[src/design/pbb_pkg.sv]
package pbb_pkg;

  localparam int MAX_WIDTH   = 4096;
  localparam int MAX_BIN     = 8;
  localparam int PIX_W       = 16;
  localparam int WIDTH_W     = 13;
  localparam int HEIGHT_W    = 16;
  localparam int BIN_W       = 4;
  localparam int SUM_W       = 23;
  localparam int COL_W       = $clog2(MAX_WIDTH);
  localparam int ROW_W       = 16;
  localparam int BLK_W       = $clog2(MAX_BIN);
  localparam int RECIP_SHIFT = 23;
  localparam int RECIP_W     = 24;
  localparam int DIVISOR_W   = 7;
  localparam int REM_W       = 8;
  localparam int PROD_W      = SUM_W + RECIP_W;
  localparam int PROD2_W     = SUM_W + DIVISOR_W;
  localparam int CFG_INDEX_W = 2;
  localparam int CFG_DATA_W  = 16;

  localparam logic [WIDTH_W-1:0]  WIDTH_RESET  = WIDTH_W'(4096);
  localparam logic [HEIGHT_W-1:0] HEIGHT_RESET = HEIGHT_W'(4096);
  localparam logic [BIN_W-1:0]    BIN_RESET    = BIN_W'(2);

  typedef enum logic [CFG_INDEX_W-1:0] {
    REG_IMAGE_WIDTH,
    REG_IMAGE_HEIGHT,
    REG_BIN_SIZE,
    REG_MEAN_MODE
  } cfg_reg_t;

  typedef enum logic [3:0] {
    ST_LIM0,
    ST_LIM1,
    ST_LIM2,
    ST_LIM3,
    ST_LIM4,
    ST_IDLE,
    ST_PROC,
    ST_MEAN0,
    ST_MEAN1,
    ST_MEAN2,
    ST_MEAN3,
    ST_EMIT
  } state_t;

  typedef enum logic [1:0] {
    DIV_WIDTH,
    DIV_HEIGHT,
    DIV_MEAN
  } div_sel_t;

  typedef struct packed {
    logic     accept;
    logic     proc;
    div_sel_t div_sel;
    logic     lim_w_load;
    logic     lim_h_load;
    logic     mean_load;
    logic     out_load;
  } cmd_t;

  typedef struct packed {
    logic cfg_wr;
    logic has_result;
    logic mean_mode;
    logic out_free;
  } status_t;

  // floor(2^23 / d) for d = b or d = b*b
  function automatic logic [RECIP_W-1:0] recip_lookup(input logic [BIN_W-1:0] b,
                                                      input logic sq);
    logic [RECIP_W-1:0] r;
    r = '0;
    case (b)
      4'd1: r = 24'd8388608;
      4'd2: r = sq ? 24'd2097152 : 24'd4194304;
      4'd3: r = sq ? 24'd932067  : 24'd2796202;
      4'd4: r = sq ? 24'd524288  : 24'd2097152;
      4'd5: r = sq ? 24'd335544  : 24'd1677721;
      4'd6: r = sq ? 24'd233016  : 24'd1398101;
      4'd7: r = sq ? 24'd171196  : 24'd1198372;
      4'd8: r = sq ? 24'd131072  : 24'd1048576;
      default: r = '0;
    endcase
    return r;
  endfunction

  function automatic logic [DIVISOR_W-1:0] divisor_lookup(input logic [BIN_W-1:0] b,
                                                          input logic sq);
    logic [DIVISOR_W-1:0] square;
    square = '0;
    case (b)
      4'd1: square = 7'd1;
      4'd2: square = 7'd4;
      4'd3: square = 7'd9;
      4'd4: square = 7'd16;
      4'd5: square = 7'd25;
      4'd6: square = 7'd36;
      4'd7: square = 7'd49;
      4'd8: square = 7'd64;
      default: square = '0;
    endcase
    return sq ? square : DIVISOR_W'(b);
  endfunction

  function automatic logic [PIX_W-1:0] sat16(input logic [SUM_W-1:0] v);
    return (|v[SUM_W-1:PIX_W]) ? {PIX_W{1'b1}} : v[PIX_W-1:0];
  endfunction

endpackage

[src/design/pbb_ctrl.sv]
module pbb_ctrl (
  input  logic             clk,
  input  logic             rst,
  input  logic             in_valid,
  output logic             in_stall,
  input  pbb_pkg::status_t status,
  output pbb_pkg::cmd_t    cmd
);

  pbb_pkg::state_t state, state_next;
  logic dirty, dirty_next;
  logic take;

  assign take     = (state == pbb_pkg::ST_IDLE) && !dirty && !status.cfg_wr;
  assign in_stall = !take;

  always_ff @(posedge clk) begin
    if (rst) begin
      state <= pbb_pkg::ST_LIM0;
      dirty <= 1'b0;
    end else begin
      state <= state_next;
      dirty <= dirty_next;
    end
  end

  always_comb begin
    dirty_next = dirty;
    if (status.cfg_wr) begin
      dirty_next = 1'b1;
    end else if (state == pbb_pkg::ST_IDLE && dirty) begin
      dirty_next = 1'b0;
    end
  end

  always_comb begin
    state_next = state;
    case (state)
      pbb_pkg::ST_LIM0:  state_next = pbb_pkg::ST_LIM1;
      pbb_pkg::ST_LIM1:  state_next = pbb_pkg::ST_LIM2;
      pbb_pkg::ST_LIM2:  state_next = pbb_pkg::ST_LIM3;
      pbb_pkg::ST_LIM3:  state_next = pbb_pkg::ST_LIM4;
      pbb_pkg::ST_LIM4:  state_next = pbb_pkg::ST_IDLE;
      pbb_pkg::ST_IDLE: begin
        if (dirty) begin
          state_next = pbb_pkg::ST_LIM0;
        end else if (take && in_valid) begin
          state_next = pbb_pkg::ST_PROC;
        end
      end
      pbb_pkg::ST_PROC: begin
        if (!status.has_result) begin
          state_next = pbb_pkg::ST_IDLE;
        end else if (status.mean_mode) begin
          state_next = pbb_pkg::ST_MEAN0;
        end else begin
          state_next = pbb_pkg::ST_EMIT;
        end
      end
      pbb_pkg::ST_MEAN0: state_next = pbb_pkg::ST_MEAN1;
      pbb_pkg::ST_MEAN1: state_next = pbb_pkg::ST_MEAN2;
      pbb_pkg::ST_MEAN2: state_next = pbb_pkg::ST_MEAN3;
      pbb_pkg::ST_MEAN3: state_next = pbb_pkg::ST_EMIT;
      pbb_pkg::ST_EMIT: begin
        if (status.out_free) begin
          state_next = pbb_pkg::ST_IDLE;
        end
      end
      default: state_next = pbb_pkg::ST_LIM0;
    endcase
  end

  always_comb begin
    cmd         = '0;
    cmd.div_sel = pbb_pkg::DIV_MEAN;
    cmd.accept  = take && in_valid;
    case (state)
      pbb_pkg::ST_LIM0: cmd.div_sel    = pbb_pkg::DIV_WIDTH;
      pbb_pkg::ST_LIM1: cmd.div_sel    = pbb_pkg::DIV_HEIGHT;
      pbb_pkg::ST_LIM3: cmd.lim_w_load = 1'b1;
      pbb_pkg::ST_LIM4: cmd.lim_h_load = 1'b1;
      pbb_pkg::ST_PROC: cmd.proc       = 1'b1;
      pbb_pkg::ST_MEAN3: cmd.mean_load = 1'b1;
      pbb_pkg::ST_EMIT: cmd.out_load   = status.out_free;
      default: cmd.div_sel = pbb_pkg::DIV_MEAN;
    endcase
  end

`ifndef SYNTHESIS
  a_accept_proc: assert property (@(posedge clk) disable iff (rst)
    cmd.accept |=> cmd.proc)
    else $error("accepted pixel not processed next cycle");

  a_mean_path: assert property (@(posedge clk) disable iff (rst)
    cmd.proc && status.has_result && status.mean_mode |=> ##3 cmd.mean_load)
    else $error("mean quotient not loaded after divider latency");

  a_mean_emit: assert property (@(posedge clk) disable iff (rst)
    cmd.mean_load |=> state == pbb_pkg::ST_EMIT)
    else $error("mean result not emitted");

  a_cfg_stall: assert property (@(posedge clk) disable iff (rst)
    status.cfg_wr |=> in_stall)
    else $error("pixel taken before limits recomputed");

  a_lim_order: assert property (@(posedge clk) disable iff (rst)
    cmd.lim_h_load |-> $past(cmd.lim_w_load))
    else $error("limit loads out of order");
`endif

endmodule

[config.mk]
export PLATFORM = sky130hd
export DESIGN_NAME = pbb_ctrl
export DESIGN_NICKNAME = d
export VERILOG_FILES = /design/src/design/pbb_pkg.sv /design/src/design/pbb_ctrl.sv
export SDC_FILE = /design/constraint.sdc
export NUM_CORES = 1
export LEC_CHECK = 0
export ABC_AREA = 1
export BUFFER_PORTS_ARGS = -buffer_cell sky130_fd_sc_hd__buf_2
export CAP_MARGIN = 30
export CORE_AREA = 2 2 39 41
export DETAILED_ROUTE_END_ITERATION = 7
export DIE_AREA = 0 0 41 43
export PLACE_DENSITY = 0.52
export SLEW_MARGIN = 0
export SYNTH_ARGS = -nofsm -noshare
export SYNTH_HDL_FRONTEND = slang
export SYNTH_SLANG_ARGS = --single-unit
[constraint.sdc]
create_clock -name clk -period 1 [get_ports clk]
set_input_delay 0.05 -clock clk [delete_from_list [all_inputs] [get_ports clk]]
set_output_delay 0.05 -clock clk [all_outputs]
set_load 0.05 [all_outputs]
==> impl_metrics.json, run 1 <==
{
  "drc": 0,
  "vdd_drop_max_uv": 593,
  "start_kind": "flip-flop",
  "avgViaCountPerCell": 4.25,
  "crit_required_ns": 0.95,
  "gp_congestion": 0.739,
  "core_um2": 1380,
  "worst-r2r-setup-slack_ns": -0.20,
  "htreeDepth": 1,
  "clock_sinks": 5,
  "power.density_nw_per_um2": 1230,
  "clkLatencyLatePin_ns": 0.24,
  "drive_gt1_share_pct": 59.2,
  "ios": 16,
  "syn_avg_cell_area_um2": 5.79,
  "final_nets": 106,
  "drtAntennaViolNets": 0,
  "synth_edf_count": 0,
  "pwr-share-clk_pct": 22.8,
  "place_hpwl_um": 794,
  "die_x_um": 41,
  "status": "complete, but fails checks",
  "drt-initial-drc-count": 3,
  "die_area_um2": 1760,
  "grt_remaining_overflow": 0,
  "antenna_found_initial": 0,
  "min_from": "status[3]",
  "fmax_mhz": 806,
  "grt_max_degree": 6,
  "crit_path_end_kind": "primary output",
  "grt_pass1_wl_mm": 1.65,
  "period_needed_ns": 1.24,
  "initial_utilization_pct": 26.8,
  "regToRegEndpoint": "state[1]",
  "timing.slew.headroom_pct": 83.6,
  "intPower_w": 0.000584,
  "final_area_um2": 801,
  "grt_pass1_vias": 430,
  "async_reset_ff_share_pct": 0,
  "syn-num-nets": 71,
  "die_height_um": 43,
  "min_period_over_period_pct": 124,
  "r2r_cells": 9,
  "worstReg2RegStart": "state[3]",
  "pwr-share-seq_pct": 27.0,
  "synth_top_area_cell": "dfxtp_1",
  "regArea_um2": 110,
  "groute.usage.overall_pct": 13.7,
  "drv_cap": 0,
  "p_sw_share_pct": 40.6,
  "n_antenna_cell": 0,
  "power_switching_w": 0.000399,
  "syn_inst": 64,
  "setup_viol": 14,
  "clk_pin_slew_ns": 0.04,
  "hold_viol_final": 0,
  "synth_top_area_share_pct": 27.0,
  "hold_class": "in -> reg",
  "worstSetupPathType": "reg -> out",
  "synthTopCellsByCount": "inv_1 (16), nand2_1 (14), nor2_1 (9)",
  "ys_types": 14,
  "num_rows": 14,
  "maxSlewViolCount": 0,
  "port_buffers": 15,
  "synthToLayoutAreaGrowth_pct": 116,
  "cp_max_fo": 3,
  "drt-wirelength-per-cell_um": 9.93,
  "violations": "setup timing",
  "clockBufferDepth": 2,
  "vias": 484,
  "p_leak_nw": 0.410,
  "cp.arrival_ns": 1.19,
  "root_buffer": "clkbuf_4",
  "synth.cell_area_um2": 370,
  "yosys_register_bits": 5,
  "yosys_warnings": 0,
  "synth_most_common_cell": "inv_1",
  "cts_tree": "yes",
  "nFillCells": 142,
  "placedInstanceArea_um2": 616,
  "tightestPinTransition_ns": 0.248,
  "rsz0062_at_grt": "true",
  "numCtsBuffers": 3,
  "first_pass_iters": 2,
  "drt-total-wl_mm": 1.13,
  "pwr-share-comb_pct": 50.2,
  "hold_end": "dirty",
  "synth_area_leaders": "dfxtp_1 (27%), inv_1 (16%), nand2_1 (14%)",
  "hold_path_depth": 3,
  "synth_seq_area_share_pct": 27.0,
  "fin_ws_ns": -0.241,
  "synth_flop_cell": "dfxtp_1",
  "setup-tns-final_ns": -2.18,
  "multiInputGateArea_um2": 307,
  "finClkSkew_ns": 0.00199
}
==> final cells by class <==
class | count | share of cell area [%]
Clock buffer | 4 | 3.28
Inverter | 16 | 8.12
Multi-Input combinational cell | 43 | 38.3
Sequential cell | 5 | 13.8
Tap cell | 16 | 2.50
Timing Repair Buffer | 30 | 34.1
==> worst max path at each step <==
| stage | startpoint | to | slack [ns] |
|---|---|---|---|
| 5_1_grt | state[1] | cmd[7] | -0.29 |
| 4_1_cts | state[3] | cmd[7] | -0.23 |
| 3_3_place_gp | state[0] | state[2] | -0.14 |
| 3_5_place_dp | state[0] | state[2] | -0.12 |
| 2_1_floorplan | state[3] | cmd[7] | -0.18 |
| 6_report | state[3] | cmd[7] | -0.24 |
==> through the flow <==
step | power, W | hold slack (ns) | setup slack, ns | utilization, % | cells
floorplan | 0.000528 | 0.119 | -0.180 | - | 64
global placement | 0.000643 | 0.222 | -0.135 | 44.5 | 103
detailed placement | 0.000641 | 0.227 | -0.119 | 44.5 | 103
CTS | 0.000956 | 0.139 | -0.234 | 54.2 | 111
global route | 0.00104 | 0.174 | -0.295 | 57.9 | 114
finish | 0.000982 | 0.147 | -0.241 | 57.9 | 114
==> routing by layer <==
metal | vias to the layer above | wire, um | track usage [%]
met5 | - | 0 | 0
met4 | 0 | 0 | 8.00
met3 | 0 | 28 | 1.57
met2 | 8 | 623 | 21.9
met1 | 212 | 479 | 16.7
li1 | 264 | - | -
==> registers in the layout, summed over array words and instances, names as in the netlist <==
register and count:
dirty 1, state 4
==> worst max-delay path: stages (launching register included) <==
cell and delay (ns):
dfxtp_2 0.33, inv_4 0.08, nand2_4 0.07, nor2_4 0.13, nand3_4 0.09, nor2_4 0.10
buf_8 0.15
==> kinds of logic (layout without fill, tap and decap cells) <==
group	count (synthesis)	count (layout)	synth area share, %
flip-flops	5	5	27.0
AO/OA/AOI/OAI	5	5	8.78
AND/OR/NAND/NOR	38	38	48.0
buffers and inverters	16	50	16.2
==> power by group through the flow <==
stage               Clock, W  Combinational, W  Sequential (W)
floorplan                  0          0.000278        0.000250
global placement           0          0.000390        0.000253
detailed placement         0          0.000387        0.000254
CTS                 0.000239          0.000451        0.000267
global route        0.000246          0.000529        0.000269
finish              0.000224          0.000493        0.000265
==> cells in the final DEF, fill, tap and decap left out, types with 2 or more instances in the layout <==
| cell type | Yosys | final |
|---|---|---|
| nor2_4 | 1 | 8 |
| o21ai_0 | 2 | 2 |
| dfxtp_4 | 0 | 2 |
| a21oi_1 | 2 | 2 |
| buf_8 | 0 | 4 |
| inv_1 | 16 | 11 |
| buf_2 | 0 | 8 |
| nand3_1 | 8 | 7 |
| dfxtp_2 | 0 | 2 |
| nand2_1 | 14 | 11 |
| buf_6 | 0 | 6 |
| inv_4 | 0 | 2 |
| inv_2 | 0 | 3 |
| nor2_1 | 9 | 3 |
| buf_4 | 0 | 10 |
| nand2_4 | 0 | 3 |
| clkbuf_4 | 0 | 3 |
==> repair_timing <==
item,4_1_cts,5_1_grt
setup buffers,3,3
endpoints found under the hold margin,1,0
hold buffers,1,0
setup endpoints to repair,13,14
pin swaps,5,2
resized for setup,26,9
cloned,0,0
No activity file was read; power rests on OpenSTA's default activity.
==> run 2, diff against run 1 <==
--- a/config.mk
+++ b/config.mk
@@ -12,6 +12,7 @@
 export DETAILED_ROUTE_END_ITERATION = 7
 export DIE_AREA = 0 0 41 43
 export PLACE_DENSITY = 0.52
+export SKIP_LAST_GASP = 1
 export SLEW_MARGIN = 0
 export SYNTH_ARGS = -nofsm -noshare
 export SYNTH_HDL_FRONTEND = slang
==> run 2 against run 1 <==
The flow still finishes with violations (setup timing). Final area decreased by 2.5%. Sequential share of layout area increased by 0.35 points. First-iteration DRC count decreased by 67%. Critical path type unchanged. Critical endpoint is now cmd[6]. Highest routed layer unchanged.
==> impl_metrics.json, run 2 (synthesized netlist as in run 1, its figures left out) <==
{
  "cp_max_fo": 4,
  "rsz0062_at_grt": "true",
  "die_x_um": 41,
  "grt_max_degree": 6,
  "drive_gt1_share_pct": 57.7,
  "finClkSkew_ns": 0.00181,
  "grt_pass1_wl_mm": 1.62,
  "setup_viol": 14,
  "met1_usage_pct": 17.3,
  "groute.usage.overall_pct": 13.3,
  "nFillCells": 146,
  "grtUsageMet3_pct": 1.57,
  "r2r_cells": 9,
  "clkLatencyLatePin_ns": 0.24,
  "core_um2": 1380,
  "drtAntennaViolNets": 0,
  "crit_required_ns": 0.95,
  "period_needed_ns": 1.25,
  "place_hpwl_um": 794,
  "die_area_um2": 1760,
  "largest_reg_flops": 4,
  "hold_class": "in -> reg",
  "pwr-share-clk_pct": 24.0,
  "fmax_mhz": 798,
  "regToRegEndpoint": "state[1]",
  "clockBufferDepth": 2,
  "grt_remaining_overflow": 0,
  "htreeDepth": 1,
  "numCtsBuffers": 3,
  "path_cells": "inv_4 -> nand2_4 -> buf_12 -> nor2_4 -> buf_6",
  "vias": 473,
  "cpPeakStageDelay_ns": 0.35,
  "initial_utilization_pct": 26.8,
  "power.total_w": 0.000933,
  "first_pass_iters": 2,
  "cts_tree": "yes",
  "synthToLayoutAreaGrowth_pct": 111,
  "ios": 16,
  "maxSlewViolCount": 0,
  "drt-wirelength-per-cell_um": 9.31,
  "violations": "setup timing",
  "timing.slew.headroom_pct": 83.6,
  "root_buffer": "clkbuf_4",
  "pwr-share-seq_pct": 27.5,
  "worst-r2r-setup-slack_ns": -0.20,
  "min_from": "status[3]",
  "max_flop_register": "state",
  "power_switching_w": 0.000378,
  "gp_congestion": 0.739,
  "tightestPinTransition_ns": 0.248,
  "final_nets": 105,
  "start_kind": "flip-flop",
  "drc": 0,
  "crit_path_end_kind": "primary output",
  "worstSetupPathType": "reg -> out",
  "crit_path_top_delay_cell": "dfxtp_4",
  "num_rows": 14,
  "avgViaCountPerCell": 4.19,
  "power.density_nw_per_um2": 1200,
  "p_sw_share_pct": 40.5,
  "status": "complete, but fails checks",
  "stdcell_count": 113,
  "top_usage_layer": "met2",
  "drt-initial-drc-count": 1,
  "worstReg2RegStart": "state[3]",
  "drv_cap": 0,
  "intPower_w": 0.000556,
  "drt-total-wl_mm": 1.05,
  "fin_ws_ns": -0.253,
  "die_height_um": 43,
  "min_period_over_period_pct": 125,
  "hold_viol_final": 0,
  "reg_top3": "state: 4 flops, dirty: 1 flops",
  "antenna_found_initial": 0,
  "layout_common_cells": "inv_1 (12), nand2_1 (12), buf_4 (10)",
  "grt_pass1_vias": 420,
  "pwr-share-comb_pct": 48.5,
  "n_antenna_cell": 0,
  "hold_path_depth": 3,
  "dp_cells": 103,
  "cp.arrival_ns": 1.20,
  "clock_sinks": 5,
  "p_leak_nw": 0.393,
  "grt_use_met2_pct": 20.0,
  "hold_end": "dirty",
  "vdd_drop_max_uv": 596,
  "clk_pin_slew_ns": 0.04,
  "port_buffers": 15
}
==> run 2: layer usage <==
metal | routed length (um) | share of wire, %
met1 | 471 | 45
met2 | 554 | 53
met3 | 26 | 2.5
met4 | 0 | 0
met5 | 0 | 0
==> run 2: worst max path at each step <==
| stage | start | end | slack, ns |
|---|---|---|---|
| 2_1_floorplan | state[3] | cmd[7] | -0.18 |
| 3_3_place_gp | state[0] | state[2] | -0.14 |
| 3_5_place_dp | state[0] | state[2] | -0.12 |
| 4_1_cts | state[3] | cmd[7] | -0.23 |
| 5_1_grt | state[3] | cmd[6] | -0.28 |
| 6_report | state[3] | cmd[6] | -0.25 |
==> run 2: cell type report <==
class	count	area, um^2	area share (%)
clock buffer	4	26.3	3.37
inverter	16	62.6	8.01
multi-input combinational	43	304	38.9
sequential	5	110	14.1
tap	16	20.0	2.56
timing repair buffer	29	258	33.0
==> run 2: worst max-delay path: cells and delay by family (launching register included) <==
| kind | cells | cell delay (ns) |
|---|---|---|
| buf+inv | 3 | 0.39 |
| flops | 1 | 0.35 |
| simple gates | 2 | 0.22 |
==> run 2: power by group through the flow <==
stage	Sequential [W]	Clock, W	Combinational (W)
global placement	0.000253	0	0.000390
finish	0.000257	0.000224	0.000452
floorplan	0.000250	0	0.000278
detailed placement	0.000254	0	0.000387
CTS	0.000255	0.000239	0.000442
global route	0.000259	0.000246	0.000490
==> run 2: stage by stage <==
stage               setup WS, ns  instance area (um^2)  hold slack (ns)  setup TNS, ns  util [%]
floorplan                 -0.180                   448            0.119         -0.906         -
global placement          -0.135                   616            0.222         -0.715      44.5
detailed placement        -0.119                   616            0.227         -0.634      44.5
CTS                       -0.234                   731            0.139          -2.14      52.8
global route              -0.284                   781            0.173          -3.09      56.4
finish                    -0.253                   781            0.147          -2.24      56.4
==> run 2: what timing repair did <==
action	CTS	global route
hold buffers	1	0
resized for setup	20	10
setup endpoints to repair	13	14
buffers inserted	3	2
pin swaps	5	4
hold endpoints to repair	1	0
==> run 3, diff against run 2 <==
--- a/config.mk
+++ b/config.mk
@@ -5,13 +5,12 @@
 export SDC_FILE = /design/constraint.sdc
 export NUM_CORES = 1
 export LEC_CHECK = 0
-export ABC_AREA = 1
 export BUFFER_PORTS_ARGS = -buffer_cell sky130_fd_sc_hd__buf_2
 export CAP_MARGIN = 30
 export CORE_AREA = 2 2 39 41
 export DETAILED_ROUTE_END_ITERATION = 7
 export DIE_AREA = 0 0 41 43
-export PLACE_DENSITY = 0.52
+export PLACE_DENSITY = 0.53
 export SKIP_LAST_GASP = 1
 export SLEW_MARGIN = 0
 export SYNTH_ARGS = -nofsm -noshare
==> run 3 against run 2 <==
The flow still finishes with violations (setup timing). Combinational power shrank 30%. Clock skew shrank 0.0011 ns. Area after synthesis grew 1.0%. Final area grew 9.6%. Wire length grew 22%. Sequential share of layout area shrank 0.94 points. Critical path depth shrank 2. Largest power group unchanged.
==> impl_metrics.json, run 3 <==
{
  "numCtsBuffers": 3,
  "grt_pass1_vias": 453,
  "synthToLayoutAreaGrowth_pct": 129,
  "hold_viol_final": 0,
  "synth_flop_cell": "dfxtp_1",
  "yosys_warnings": 0,
  "drtAntennaViolNets": 0,
  "period_needed_ns": 1.36,
  "drv_cap": 0,
  "syn_inst": 48,
  "syn_avg_cell_area_um2": 7.79,
  "final_common_cell": "buf_4",
  "vias": 481,
  "fin_util_pct": 61.8,
  "hold_class": "in -> reg",
  "clk_pin_slew_ns": 0.04,
  "grt_remaining_overflow": 0,
  "drt-initial-drc-count": 3,
  "first_pass_iters": 2,
  "layout_common_cells": "buf_4 (11), buf_6 (10), buf_2 (6)",
  "avgViaCountPerCell": 5.01,
  "ys_types": 26,
  "hold_end": "dirty",
  "hold_path_depth": 3,
  "worstReg2RegStart": "state[0]",
  "final_nets": 88,
  "met1_usage_pct": 19.4,
  "gp_congestion": 0.656,
  "yosys_register_bits": 5,
  "grt_pass1_wl_mm": 2.08,
  "min_from": "status[3]",
  "place_hpwl_um": 853,
  "power.density_nw_per_um2": 904,
  "start_kind": "flip-flop",
  "async_reset_ff_share_pct": 0,
  "drt-wirelength-per-cell_um": 13.4,
  "maxSlewViolCount": 0,
  "htreeDepth": 1,
  "crit_required_ns": 0.95,
  "cts_tree": "yes",
  "num_rows": 14,
  "root_buffer": "clkbuf_4",
  "grt_use_met2_pct": 29.7,
  "fin_ws_ns": -0.355,
  "largest_reg_flops": 4,
  "synth.cell_area_um2": 374,
  "antenna_found_initial": 0,
  "finClkSkew_ns": 0.000702,
  "n_antenna_cell": 0,
  "final_area_um2": 856,
  "synth_top_area_cell": "dfxtp_1",
  "port_buffers": 15,
  "placedInstanceArea_um2": 627,
  "setup_viol": 13,
  "tightestPinTransition_ns": 0.243,
  "cp.arrival_ns": 1.31,
  "top_usage_layer": "met2",
  "grt_max_degree": 8,
  "initial_utilization_pct": 27.0,
  "status": "complete, but fails checks",
  "reg_top3": "state: 4 flops, dirty: 1 flops",
  "die_height_um": 43,
  "hold_buffers": 0,
  "max_flop_register": "state",
  "crit_path_end_kind": "primary output",
  "p_leak_nw": 0.352,
  "worst-r2r-setup-slack_ns": -0.19,
  "ios": 16,
  "die_x_um": 41,
  "worstSetupPathType": "reg -> out",
  "drive_gt1_share_pct": 73.8,
  "vdd_drop_max_uv": 714,
  "die_area_um2": 1760,
  "regToRegEndpoint": "state[1]",
  "rsz0062_at_grt": "true",
  "timing.slew.headroom_pct": 83.8,
  "synthTopCellsByCount": "dfxtp_1 (5), nor3_1 (5), nand2b_1 (4), nor2_1 (4)",
  "groute.usage.overall_pct": 17.8,
  "drc": 0,
  "syn-num-nets": 55,
  "drt-total-wl_mm": 1.28,
  "violations": "setup timing",
  "grtUsageMet3_pct": 3.66,
  "synth_area_leaders": "dfxtp_1 (27%), nand2b_1 (6.7%), nor3_1 (6.7%)",
  "fmax_mhz": 738,
  "r2r_cells": 5,
  "clockBufferDepth": 2,
  "min_period_over_period_pct": 136,
  "cp_max_fo": 5,
  "core_um2": 1380,
  "synth_edf_count": 0,
  "clkLatencyLatePin_ns": 0.24,
  "synth_seq_area_share_pct": 26.8,
  "synth_top_area_share_pct": 26.8,
  "clock_sinks": 5
}
[run 3: cell count changes after synthesis, sizes merged, moves of 4 or more]
cell | before | now
nor3 | 1 | 5
buf | 0 | 4
nor2 | 12 | 4
nand2b | 0 | 5
inv | 16 | 3
nand2 | 15 | 3
nand3 | 9 | 1
[run 3: critical path, stage by stage (launching register included)]
cell and delay (ns):
dfxtp_4 0.35, nand4bb_4 0.21, or3_4 0.35, buf_8 0.16
[run 3: stage by stage]
stage | cells | hold slack [ns] | worst slack [ns] | power (W) | TNS (ns)
2_1_floorplan | 48 | 0.115 | -0.127 | 0.000406 | -0.908
3_3_place_gp | 87 | 0.256 | -0.170 | 0.000470 | -1.24
3_5_place_dp | 87 | 0.267 | -0.188 | 0.000471 | -1.35
4_1_cts | 93 | 0.0421 | -0.357 | 0.000754 | -2.68
5_1_grt | 96 | 0.0751 | -0.400 | 0.000822 | -3.51
6_report | 96 | 0.0525 | -0.355 | 0.000774 | -2.83
[run 3: how the worst max path moves through the flow]
| stage | startpoint | end | slack [ns] |
|---|---|---|---|
| floorplan | state[3] | cmd[7] | -0.13 |
| CTS | state[3] | in_stall | -0.36 |
| global placement | state[1] | in_stall | -0.17 |
| finish | state[1] | in_stall | -0.36 |
| detailed placement | state[2] | in_stall | -0.19 |
| global route | state[1] | in_stall | -0.40 |
[run 3: layout make-up]
cell class	instances	area, um^2
Inverter	3	13.8
Multi-Input combinational cell	36	394
Sequential cell	5	113
Fill cell	127	528
Timing Repair Buffer	32	289
Tap cell	16	20.0
Clock buffer	4	26.3
[run 3: logic make-up (layout without fill, tap and decap cells)]
kind of cell           after synthesis  in the layout  share of synthesized area [%]
and+or+nand+nor                     24             24                           38.8
AOI/OAI and AO/OA                   12             12                           23.7
buffers and inverters                7             39                           10.7
DFF                                  5              5                           26.8
[run 3: metal layers]
metal	share of wire, %	wire length (um)	vias up
li1	-	-	241
met1	38	486	224
met2	57	734	14
met3	3.9	50	2
met4	0.94	12	0
met5	0	0	-
[run 3: power by group]
| group | switching, W | internal (W) | leakage [nW] |
|---|---|---|---|
| Clock | 0.0000744 | 0.000150 | 0.0150 |
| Combinational | 0.000166 | 0.000149 | 0.293 |
| Sequential | 0.0000213 | 0.000212 | 0.0437 |
| Total | 0.000262 | 0.000512 | 0.352 |
[run 3: repair_timing]
| item | CTS | global route |
|---|---|---|
| endpoints found under the setup margin | 13 | 13 |
| setup buffers | 2 | 3 |
| resized for setup | 37 | 9 |
| pin swaps | 4 | 2 |
